==> src/hw/rtl/rpm_pkg.sv <==
// Package: item kinds, register indexes and answer codes of the response pattern matcher.
package rpm_pkg;

  // Item kind carried in the input tuser field
  typedef enum logic [1:0] {
    OP_START = 2'd0,
    OP_BYTE  = 2'd1,
    OP_TICK  = 2'd2
  } op_e;

  // Configuration register indexes (byte address is 8 times the index)
  typedef enum logic [2:0] {
    REG_PATTERN_ONE   = 3'd0,
    REG_PATTERN_TWO   = 3'd1,
    REG_PATTERN_THREE = 3'd2,
    REG_PATTERN_FOUR  = 3'd3,
    REG_PATTERN_LENS  = 3'd4,
    REG_TIMEOUT       = 3'd5
  } reg_e;

  localparam int unsigned NUM_PATTERNS = 4;
  localparam int unsigned PAT_REG_W    = 64;
  localparam int unsigned LEN_W        = 4;
  localparam int unsigned ANSWER_W     = 3;
  localparam int unsigned HELD_OUT_W   = 8;
  localparam int unsigned TIMEOUT_W    = 32;

  localparam logic [ANSWER_W-1:0]   ANSWER_TIMEOUT  = 3'd0;
  localparam logic [TIMEOUT_W-1:0]  TIMEOUT_RESET   = 32'd1000;

endpackage

==> src/hw/rtl/response_pattern_matcher.sv <==
// Top level: multi-pattern tail matcher over a received byte stream with tick timeout.
//
//  channel  | dir | handshake               | content
//  ---------+-----+-------------------------+-----------------------------------------
//  s_axis   | in  | tvalid/tready           | tuser = op, tdata = rx_byte
//  m_axis   | out | tvalid/tready           | tdata = answer, bytes_held (one per end)
//  apb      | in  | psel/penable/pready=1   | six registers at byte address 8*index
//
//  Each transaction lands in an input register and is evaluated from there
//  against the session state; the result register follows. One item per cycle is
//  sustained while the result register is free or being drained.
//  The input register holds while the result register is full and not taken.
//  Reset clears session state and loads register defaults; no clearing pass.
module response_pattern_matcher #(
  parameter int unsigned BUFFER_BYTES  = 256,
  parameter int unsigned PATTERN_BYTES = 8
) (
  input  logic        clk_i,
  input  logic        rst_ni,
  // stream in
  input  logic        s_axis_tvalid,
  output logic        s_axis_tready,
  input  logic [7:0]  s_axis_tdata,   // [7:0] rx_byte
  input  logic [1:0]  s_axis_tuser,   // [1:0] op
  // stream out
  output logic        m_axis_tvalid,
  input  logic        m_axis_tready,
  output logic [15:0] m_axis_tdata,   // [2:0] answer, [10:3] bytes_held, [15:11] zero
  // configuration
  input  logic        psel,
  input  logic        penable,
  input  logic        pwrite,
  input  logic [5:0]  paddr,
  input  logic [63:0] pwdata,
  output logic [63:0] prdata,
  output logic        pready
);
  import rpm_pkg::*;

  localparam int unsigned CNT_W  = $clog2(BUFFER_BYTES);
  localparam int unsigned HIST_W = 8 * PATTERN_BYTES;
  localparam int unsigned CMP_W  = (CNT_W > LEN_W) ? CNT_W : LEN_W;
  localparam int unsigned SAT_W  = (CNT_W > HELD_OUT_W) ? CNT_W : HELD_OUT_W;
  localparam logic [CNT_W-1:0] HELD_MAX = CNT_W'(BUFFER_BYTES - 1);
  localparam logic [LEN_W-1:0] PB_LEN   = LEN_W'(PATTERN_BYTES);

  // configuration registers
  logic [PAT_REG_W-1:0] pat_q [NUM_PATTERNS];
  logic [15:0]          lens_q;
  logic [TIMEOUT_W-1:0] timeout_q;

  // input register
  logic       in_valid_q;
  logic [1:0] in_op_q;
  logic [7:0] in_rx_q;

  // session state
  logic [HIST_W-1:0]    hist_q, hist_d;
  logic [CNT_W-1:0]     held_q, held_d;
  logic [TIMEOUT_W-1:0] elapsed_q, elapsed_d;
  logic                 armed_q, armed_d;

  // result register
  logic                  out_valid_q;
  logic [ANSWER_W-1:0]   out_answer_q;
  logic [HELD_OUT_W-1:0] out_held_q;

  logic                  advance;
  logic                  res_valid;
  logic [ANSWER_W-1:0]   res_answer;
  logic [HELD_OUT_W-1:0] res_held;

  logic [HIST_W-1:0]     hist_shift;
  logic [CNT_W-1:0]      held_inc;
  logic [TIMEOUT_W-1:0]  elapsed_inc;
  logic [NUM_PATTERNS-1:0] hit;
  logic                  any_hit;
  logic [ANSWER_W-1:0]   hit_answer;
  logic [SAT_W-1:0]      held_ext, held_inc_ext;
  logic [HELD_OUT_W-1:0] held_sat, held_inc_sat;
  logic                  cfg_write;

  // ---------------------------------------------------------------------------
  // APB register file
  assign pready    = 1'b1;
  assign cfg_write = psel && penable && pwrite && pready;

  always_ff @(posedge clk_i or negedge rst_ni) begin
    if (!rst_ni) begin
      for (int k = 0; k < NUM_PATTERNS; k++) begin
        pat_q[k] <= '0;
      end
      lens_q    <= '0;
      timeout_q <= TIMEOUT_RESET;
    end else if (cfg_write) begin
      case (reg_e'(paddr[5:3]))
        REG_PATTERN_ONE:   pat_q[0]  <= pwdata;
        REG_PATTERN_TWO:   pat_q[1]  <= pwdata;
        REG_PATTERN_THREE: pat_q[2]  <= pwdata;
        REG_PATTERN_FOUR:  pat_q[3]  <= pwdata;
        REG_PATTERN_LENS:  lens_q    <= pwdata[15:0];
        REG_TIMEOUT:       timeout_q <= pwdata[TIMEOUT_W-1:0];
        default: ;
      endcase
    end
  end

  always_comb begin
    case (reg_e'(paddr[5:3]))
      REG_PATTERN_ONE:   prdata = pat_q[0];
      REG_PATTERN_TWO:   prdata = pat_q[1];
      REG_PATTERN_THREE: prdata = pat_q[2];
      REG_PATTERN_FOUR:  prdata = pat_q[3];
      REG_PATTERN_LENS:  prdata = {48'd0, lens_q};
      REG_TIMEOUT:       prdata = {32'd0, timeout_q};
      default:           prdata = '0;
    endcase
  end

  // ---------------------------------------------------------------------------
  // Input register: advance when the result slot is free or being drained
  assign advance       = in_valid_q && (!out_valid_q || m_axis_tready);
  assign s_axis_tready = !in_valid_q || advance;

  always_ff @(posedge clk_i or negedge rst_ni) begin
    if (!rst_ni) begin
      in_valid_q <= 1'b0;
    end else if (s_axis_tready) begin
      in_valid_q <= s_axis_tvalid;
    end
  end

  always_ff @(posedge clk_i) begin
    if (s_axis_tready && s_axis_tvalid) begin
      in_op_q <= s_axis_tuser;
      in_rx_q <= s_axis_tdata;
    end
  end

  // ---------------------------------------------------------------------------
  // Shifted history: newest byte enters the top
  if (PATTERN_BYTES == 1) begin : g_hist_one
    assign hist_shift = in_rx_q;
  end else begin : g_hist_many
    assign hist_shift = {in_rx_q, hist_q[HIST_W-1:8]};
  end

  assign held_inc    = held_q + CNT_W'(1);
  assign elapsed_inc = (elapsed_q == '1) ? elapsed_q : elapsed_q + TIMEOUT_W'(1);

  // Saturate the held count to the output field
  assign held_ext     = SAT_W'(held_q);
  assign held_inc_ext = SAT_W'(held_inc);
  assign held_sat     = (held_ext > SAT_W'(255)) ? 8'hFF : held_ext[HELD_OUT_W-1:0];
  assign held_inc_sat = (held_inc_ext > SAT_W'(255)) ? 8'hFF : held_inc_ext[HELD_OUT_W-1:0];

  // Compare every enabled pattern with the tail of the shifted history
  always_comb begin
    logic [LEN_W-1:0]  len_raw;
    logic [LEN_W-1:0]  len;
    logic [LEN_W-1:0]  shamt;
    logic [HIST_W-1:0] tail;
    logic              eq;
    for (int k = 0; k < NUM_PATTERNS; k++) begin
      len_raw = lens_q[LEN_W*k +: LEN_W];
      len     = (len_raw > PB_LEN) ? PB_LEN : len_raw;
      shamt   = PB_LEN - len;
      tail    = hist_shift >> {shamt, 3'b000};
      eq      = 1'b1;
      for (int j = 0; j < PATTERN_BYTES; j++) begin
        if ((LEN_W'(j) < len) && (tail[8*j +: 8] != pat_q[k][8*j +: 8])) begin
          eq = 1'b0;
        end
      end
      hit[k] = eq && (len != '0) && (CMP_W'(held_inc) >= CMP_W'(len));
    end
  end

  // Lowest-numbered hit wins
  always_comb begin
    any_hit    = |hit;
    hit_answer = ANSWER_TIMEOUT;
    for (int k = NUM_PATTERNS - 1; k >= 0; k--) begin
      if (hit[k]) begin
        hit_answer = ANSWER_W'(k + 1);
      end
    end
  end

  // ---------------------------------------------------------------------------
  // Session update and result decision
  always_comb begin
    hist_d     = hist_q;
    held_d     = held_q;
    elapsed_d  = elapsed_q;
    armed_d    = armed_q;
    res_valid  = 1'b0;
    res_answer = ANSWER_TIMEOUT;
    res_held   = held_sat;
    if (advance) begin
      case (in_op_q)
        OP_START: begin
          hist_d    = '0;
          held_d    = '0;
          elapsed_d = '0;
          armed_d   = 1'b1;
          if (timeout_q == '0) begin
            armed_d   = 1'b0;
            res_valid = 1'b1;
            res_held  = '0;
          end
        end
        OP_BYTE: begin
          if (armed_q && (held_q < HELD_MAX)) begin
            hist_d = hist_shift;
            held_d = held_inc;
            if (any_hit) begin
              armed_d    = 1'b0;
              res_valid  = 1'b1;
              res_answer = hit_answer;
              res_held   = held_inc_sat;
            end
          end
        end
        OP_TICK: begin
          if (armed_q) begin
            elapsed_d = elapsed_inc;
            if (elapsed_inc >= timeout_q) begin
              armed_d   = 1'b0;
              res_valid = 1'b1;
            end
          end
        end
        default: ;
      endcase
    end
  end

  always_ff @(posedge clk_i or negedge rst_ni) begin
    if (!rst_ni) begin
      hist_q    <= '0;
      held_q    <= '0;
      elapsed_q <= '0;
      armed_q   <= 1'b0;
    end else begin
      hist_q    <= hist_d;
      held_q    <= held_d;
      elapsed_q <= elapsed_d;
      armed_q   <= armed_d;
    end
  end

  // ---------------------------------------------------------------------------
  // Result register: load on a session end, drop when taken
  always_ff @(posedge clk_i or negedge rst_ni) begin
    if (!rst_ni) begin
      out_valid_q <= 1'b0;
    end else if (res_valid) begin
      out_valid_q <= 1'b1;
    end else if (m_axis_tready) begin
      out_valid_q <= 1'b0;
    end
  end

  always_ff @(posedge clk_i) begin
    if (res_valid) begin
      out_answer_q <= res_answer;
      out_held_q   <= res_held;
    end
  end

  assign m_axis_tvalid = out_valid_q;
  assign m_axis_tdata  = {5'd0, out_held_q, out_answer_q};

`ifndef SYNTHESIS
  // A session end always leaves the block idle
  assert property (@(posedge clk_i) disable iff (!rst_ni) res_valid |=> !armed_q)
    else $error("block still armed after a session end");

  // Held count never passes the buffer limit
  assert property (@(posedge clk_i) disable iff (!rst_ni) held_q <= HELD_MAX)
    else $error("held count beyond buffer limit");

  // An idle block reports nothing for bytes or ticks
  assert property (@(posedge clk_i) disable iff (!rst_ni)
      (advance && !armed_q && (in_op_q != OP_START)) |-> !res_valid)
    else $error("result from an idle block");

  // A result is never overwritten before it is taken
  assert property (@(posedge clk_i) disable iff (!rst_ni)
      (out_valid_q && !m_axis_tready) |-> !res_valid)
    else $error("pending result overwritten");
`endif

endmodule

==> config.mk <==
export PLATFORM = sky130hd
export DESIGN_NAME = response_pattern_matcher
export DESIGN_NICKNAME = d
export VERILOG_FILES = /design/src/hw/rtl/rpm_pkg.sv /design/src/hw/rtl/response_pattern_matcher.sv
export SDC_FILE = /design/constraint.sdc
export NUM_CORES = 1
export LEC_CHECK = 0
export ABC_AREA = 1
export BUFFER_PORTS_ARGS = -buffer_cell sky130_fd_sc_hd__buf_2
export CELL_PAD_IN_SITES_DETAIL_PLACEMENT = 1
export CELL_PAD_IN_SITES_GLOBAL_PLACEMENT = 2
export CORE_UTILIZATION = 34
export DETAILED_ROUTE_END_ITERATION = 7
export GPL_TIMING_DRIVEN = 0
export MAX_ROUTING_LAYER = met4
export PLACE_DENSITY_LB_ADDON = 0.1
export REMOVE_ABC_BUFFERS = 1
export SYNTH_ARGS = -nofsm -noshare
export SYNTH_HDL_FRONTEND = slang
export SYNTH_SLANG_ARGS = --single-unit
==> constraint.sdc <==
create_clock -name clk_i -period 4.4 [get_ports clk_i]
set_input_delay 0.66 -clock clk_i [delete_from_list [all_inputs] [get_ports clk_i]]
set_output_delay 0.66 -clock clk_i [all_outputs]
set_load 0.05 [all_outputs]
==> impl_metrics.tcl <==
set metrics [dict create \
    drive_above_1_share 0.133 \
    critical_path.top_delay_family "simple AND/OR/NAND/NOR gates" \
    die_h_um 310 \
    routedWlPerCell_um 29.5 \
    die_area_um2 96300 \
    slew_headroom 0.0708 \
    crit_buf_inv 5 \
    die_w_um 310 \
    crit_chain "nand2_8, ha_4, inv_1, nand2_1, nand2_4, buf_4, buf_12, clkinvlp_4, nand3_1, nand2_1, nand2_1, nand2_1, nor2_1, nand3_1, nor2_2, nand3_1, nor2_4, nor2_1, nand2_2, nand3_2, nand3_4, nand3_4, clkinvlp_4" \
    ir_drop_v 0.000305 \
    dr.pass1.iters 5 \
    mostFrequentLayoutCell "nand2_1" \
    total_power_uw 24800 \
    syn_area_um2 32300 \
    critPathMaxFanout 14 \
    final.period_utilization 1.03 \
    crit_top_cell "nand2_1" \
    grt_usage 0.411 \
    io_buffers 160 \
    critPathCaptureType "register" \
    ys_seq_area_frac 0.332 \
    place_congestion 0.947 \
    cts_tree "built" \
    skew_ps 28.7 \
    leakage_uw 0.0197 \
    hp-class "in2reg" \
    synthAdderAreaFrac 0.0228 \
    period_minus_slack_ps 4530 \
    grt_pass1_vias 37600 \
    h-tree-depth 2 \
    ant_nets 0 \
    final_cell_mix "1911 x nand2_1, 644 x nand3_1, 493 x inv_1, 425 x o21ai_0, 389 x dfrtp_1" \
    cts-root-buf "clkbuf_16" \
    start_util 0.345 \
    synth.avg_cell_area_um2 6.27 \
    p_per_area_nw_per_um2 626 \
    ys_ff_latch 424 \
    synth_edf_count 21 \
    core_um2 93700 \
    nets 5455 \
    drc 0 \
    synthXorXnorAreaFrac 0.00975 \
    synthSimpleGateAreaFrac 0.386 \
    grt_antenna_before_repair 5 \
    whs_ps 133 \
    async_reset_ff_frac 0.950 \
    drt-initial-drc-count 4145 \
    worstPathRequired_ps 4790 \
    clkLatencyLatePin_ps 710 \
    critPathLaunchType "register" \
    violations "setup timing" \
    slowest_stage "dfrtp_4" \
    synthMuxAreaShare 0 \
    arrival_ps 4910 \
    viasPerCell 5.87 \
    timing.final.ws_setup_ps -128 \
    io_pins 170 \
    numCtsBuffers 56 \
    finalSetupViolations 18 \
    fin_setup_tns_ps -1550 \
    clk_pin_slew_worst_paths_ps 60 \
    grt_remaining_overflow 0 \
    synth_flop_cell "dfrtp_1" \
    criticalPathCategory "reg2reg" \
    clock_path_buffers 3 \
    rsz0062_at_grt "true" \
    slowest_delay_ps 710 \
    yosysWarnings 0 \
    maxSlewViolCount 0 \
    maxCapViolations 0 \
    synth_cells 5159 \
    grt_max_degree 100 \
    synth_top_family_by_area "simple AND/OR/NAND/NOR gates" \
    dr_total_vias 38800 \
    max_freq_mhz 221 \
    synth_compound_area_frac 0.145 \
    area_delta_synth_final_pct 22.6 \
    finalHoldViolations 0 \
    drt-total-wl_um 195000 \
    tightestPinTransition_ps 1380 \
    rows 112 \
    synth.distinct_cells 52 \
    grt_pass1_wl_um 273000 \
    numClockSinks 424 \
    status "finished, violations left" \
    fillCellCount 12000 \
    dp_hpwl_um 127000 \
]
-- state kept, by name (all words and copies together), names as in the netlist, 8 cells and up --
register and cells:
held_ext 8, in_rx_q 8, hist_q 56, timeout_q 32, elapsed_q 32, out_held_q 8, pat_q 256, lens_q 16
-- metrics by stage --
step / cell area (um^2) / util / instances / setup WS [ps]
5_1_grt: 39700 / 0.423 / 6616 / -288
4_1_cts: 38900 / 0.415 / 6582 / 38.6
3_5_place_dp: 34700 / 0.370 / 6344 / -3170
6_report: 39700 / 0.423 / 6618 / -128
3_3_place_gp: 33400 / 0.357 / 6292 / -13770
2_1_floorplan: 31100 / - / 4878 / -1890
-- path summary, 6_finish.rpt --
kind	slack [ps]	endpoint	start	cells past startpoint
max in group asynchronous	2080	elapsed_q[29]	rst_ni	5
min in group asynchronous	500	pat_q[183]	rst_ni	2
hold reg to reg	490	pat_q[134]	pat_q[134]	2
setup / recovery	-130	out_held_q[1]	lens_q[12]	23
hold / removal	130	in_rx_q[4]	s_axis_tdata[4]	1
setup reg to reg	-130	out_held_q[1]	lens_q[12]	23
-- where the power goes --
group	internal (uW)	total (uW)	switching, uW
logic	4070	14500	10400
registers	4570	5250	680
clock network	2920	5030	2110
-- worst reg2reg max path, stage by stage (launching register included) --
cell and delay (ps):
dfrtp_4 710, nand2_8 210, ha_4 250, inv_1 50, nand2_1 80, nand2_4 130
buf_4 160, buf_12 110, clkinvlp_4 370, nand3_1 330, nand2_1 90, nand2_1 120
nand2_1 80, nor2_1 100, nand3_1 90, nor2_2 220, nand3_1 160, nor2_4 240
nor2_1 90, nand2_2 120, nand3_2 130, nand3_4 120, nand3_4 100, clkinvlp_4 170
-- cells in the mapped netlist, drive strengths merged, types with 55 or more instances --
library cell / count / area [um^2]
a21oi: 76 / 388
buf: 113 / 633
clkbuf: 172 / 646
dfrtp: 397 / 9930
ha: 59 / 738
inv: 529 / 1990
nand2: 1970 / 7430
nand3: 666 / 3370
nor2: 246 / 972
o211ai: 55 / 413
o21ai: 451 / 2260
o22ai: 101 / 632
-- cell type report --
cell class | instances | area, um^2 | share of cell area
clock inverter | 23 | 309 | 0.00779
timing repair buffer | 350 | 3430 | 0.0865
sequential | 424 | 10700 | 0.271
inverter | 557 | 2260 | 0.0571
multi-input combinational | 3913 | 19600 | 0.495
antenna | 7 | 17.5 | 0.000442
clock buffer | 83 | 1630 | 0.0412
tap | 1254 | 1570 | 0.0396
timing repair inverter | 7 | 71.3 | 0.00180
-- metal layers --
metal | track usage | part of all wire | up-vias
met5 | - | 0 | -
met4 | 0.286 | 0.084 | 0
met3 | 0.103 | 0.10 | 600
met2 | 0.579 | 0.41 | 1906
met1 | 0.512 | 0.40 | 19100
li1 | - | - | 17200
-- logic make-up (layout without fill, tap and decap cells) --
group | count (synthesis) | in the layout
AOI/OAI and AO/OA | 804 | 804
buffers and inverters | 842 | 1020
other | 2 | 13
adders and majority gates | 59 | 59
xor gates and xnor gates | 36 | 36
and+or+nand+nor | 2992 | 3008
DFF | 424 | 424
-- timing repair --
item                                    in CTS  in global routing
endpoints found under the setup margin      24                 24
endpoints found under the hold margin       61                  0
cloned                                      24                  3
pin swaps                                   43                 45
buffers inserted                           107                 25
resized for setup                          215                 85
hold buffers                                 1                  0
No activity file was read; power rests on OpenSTA's default activity.
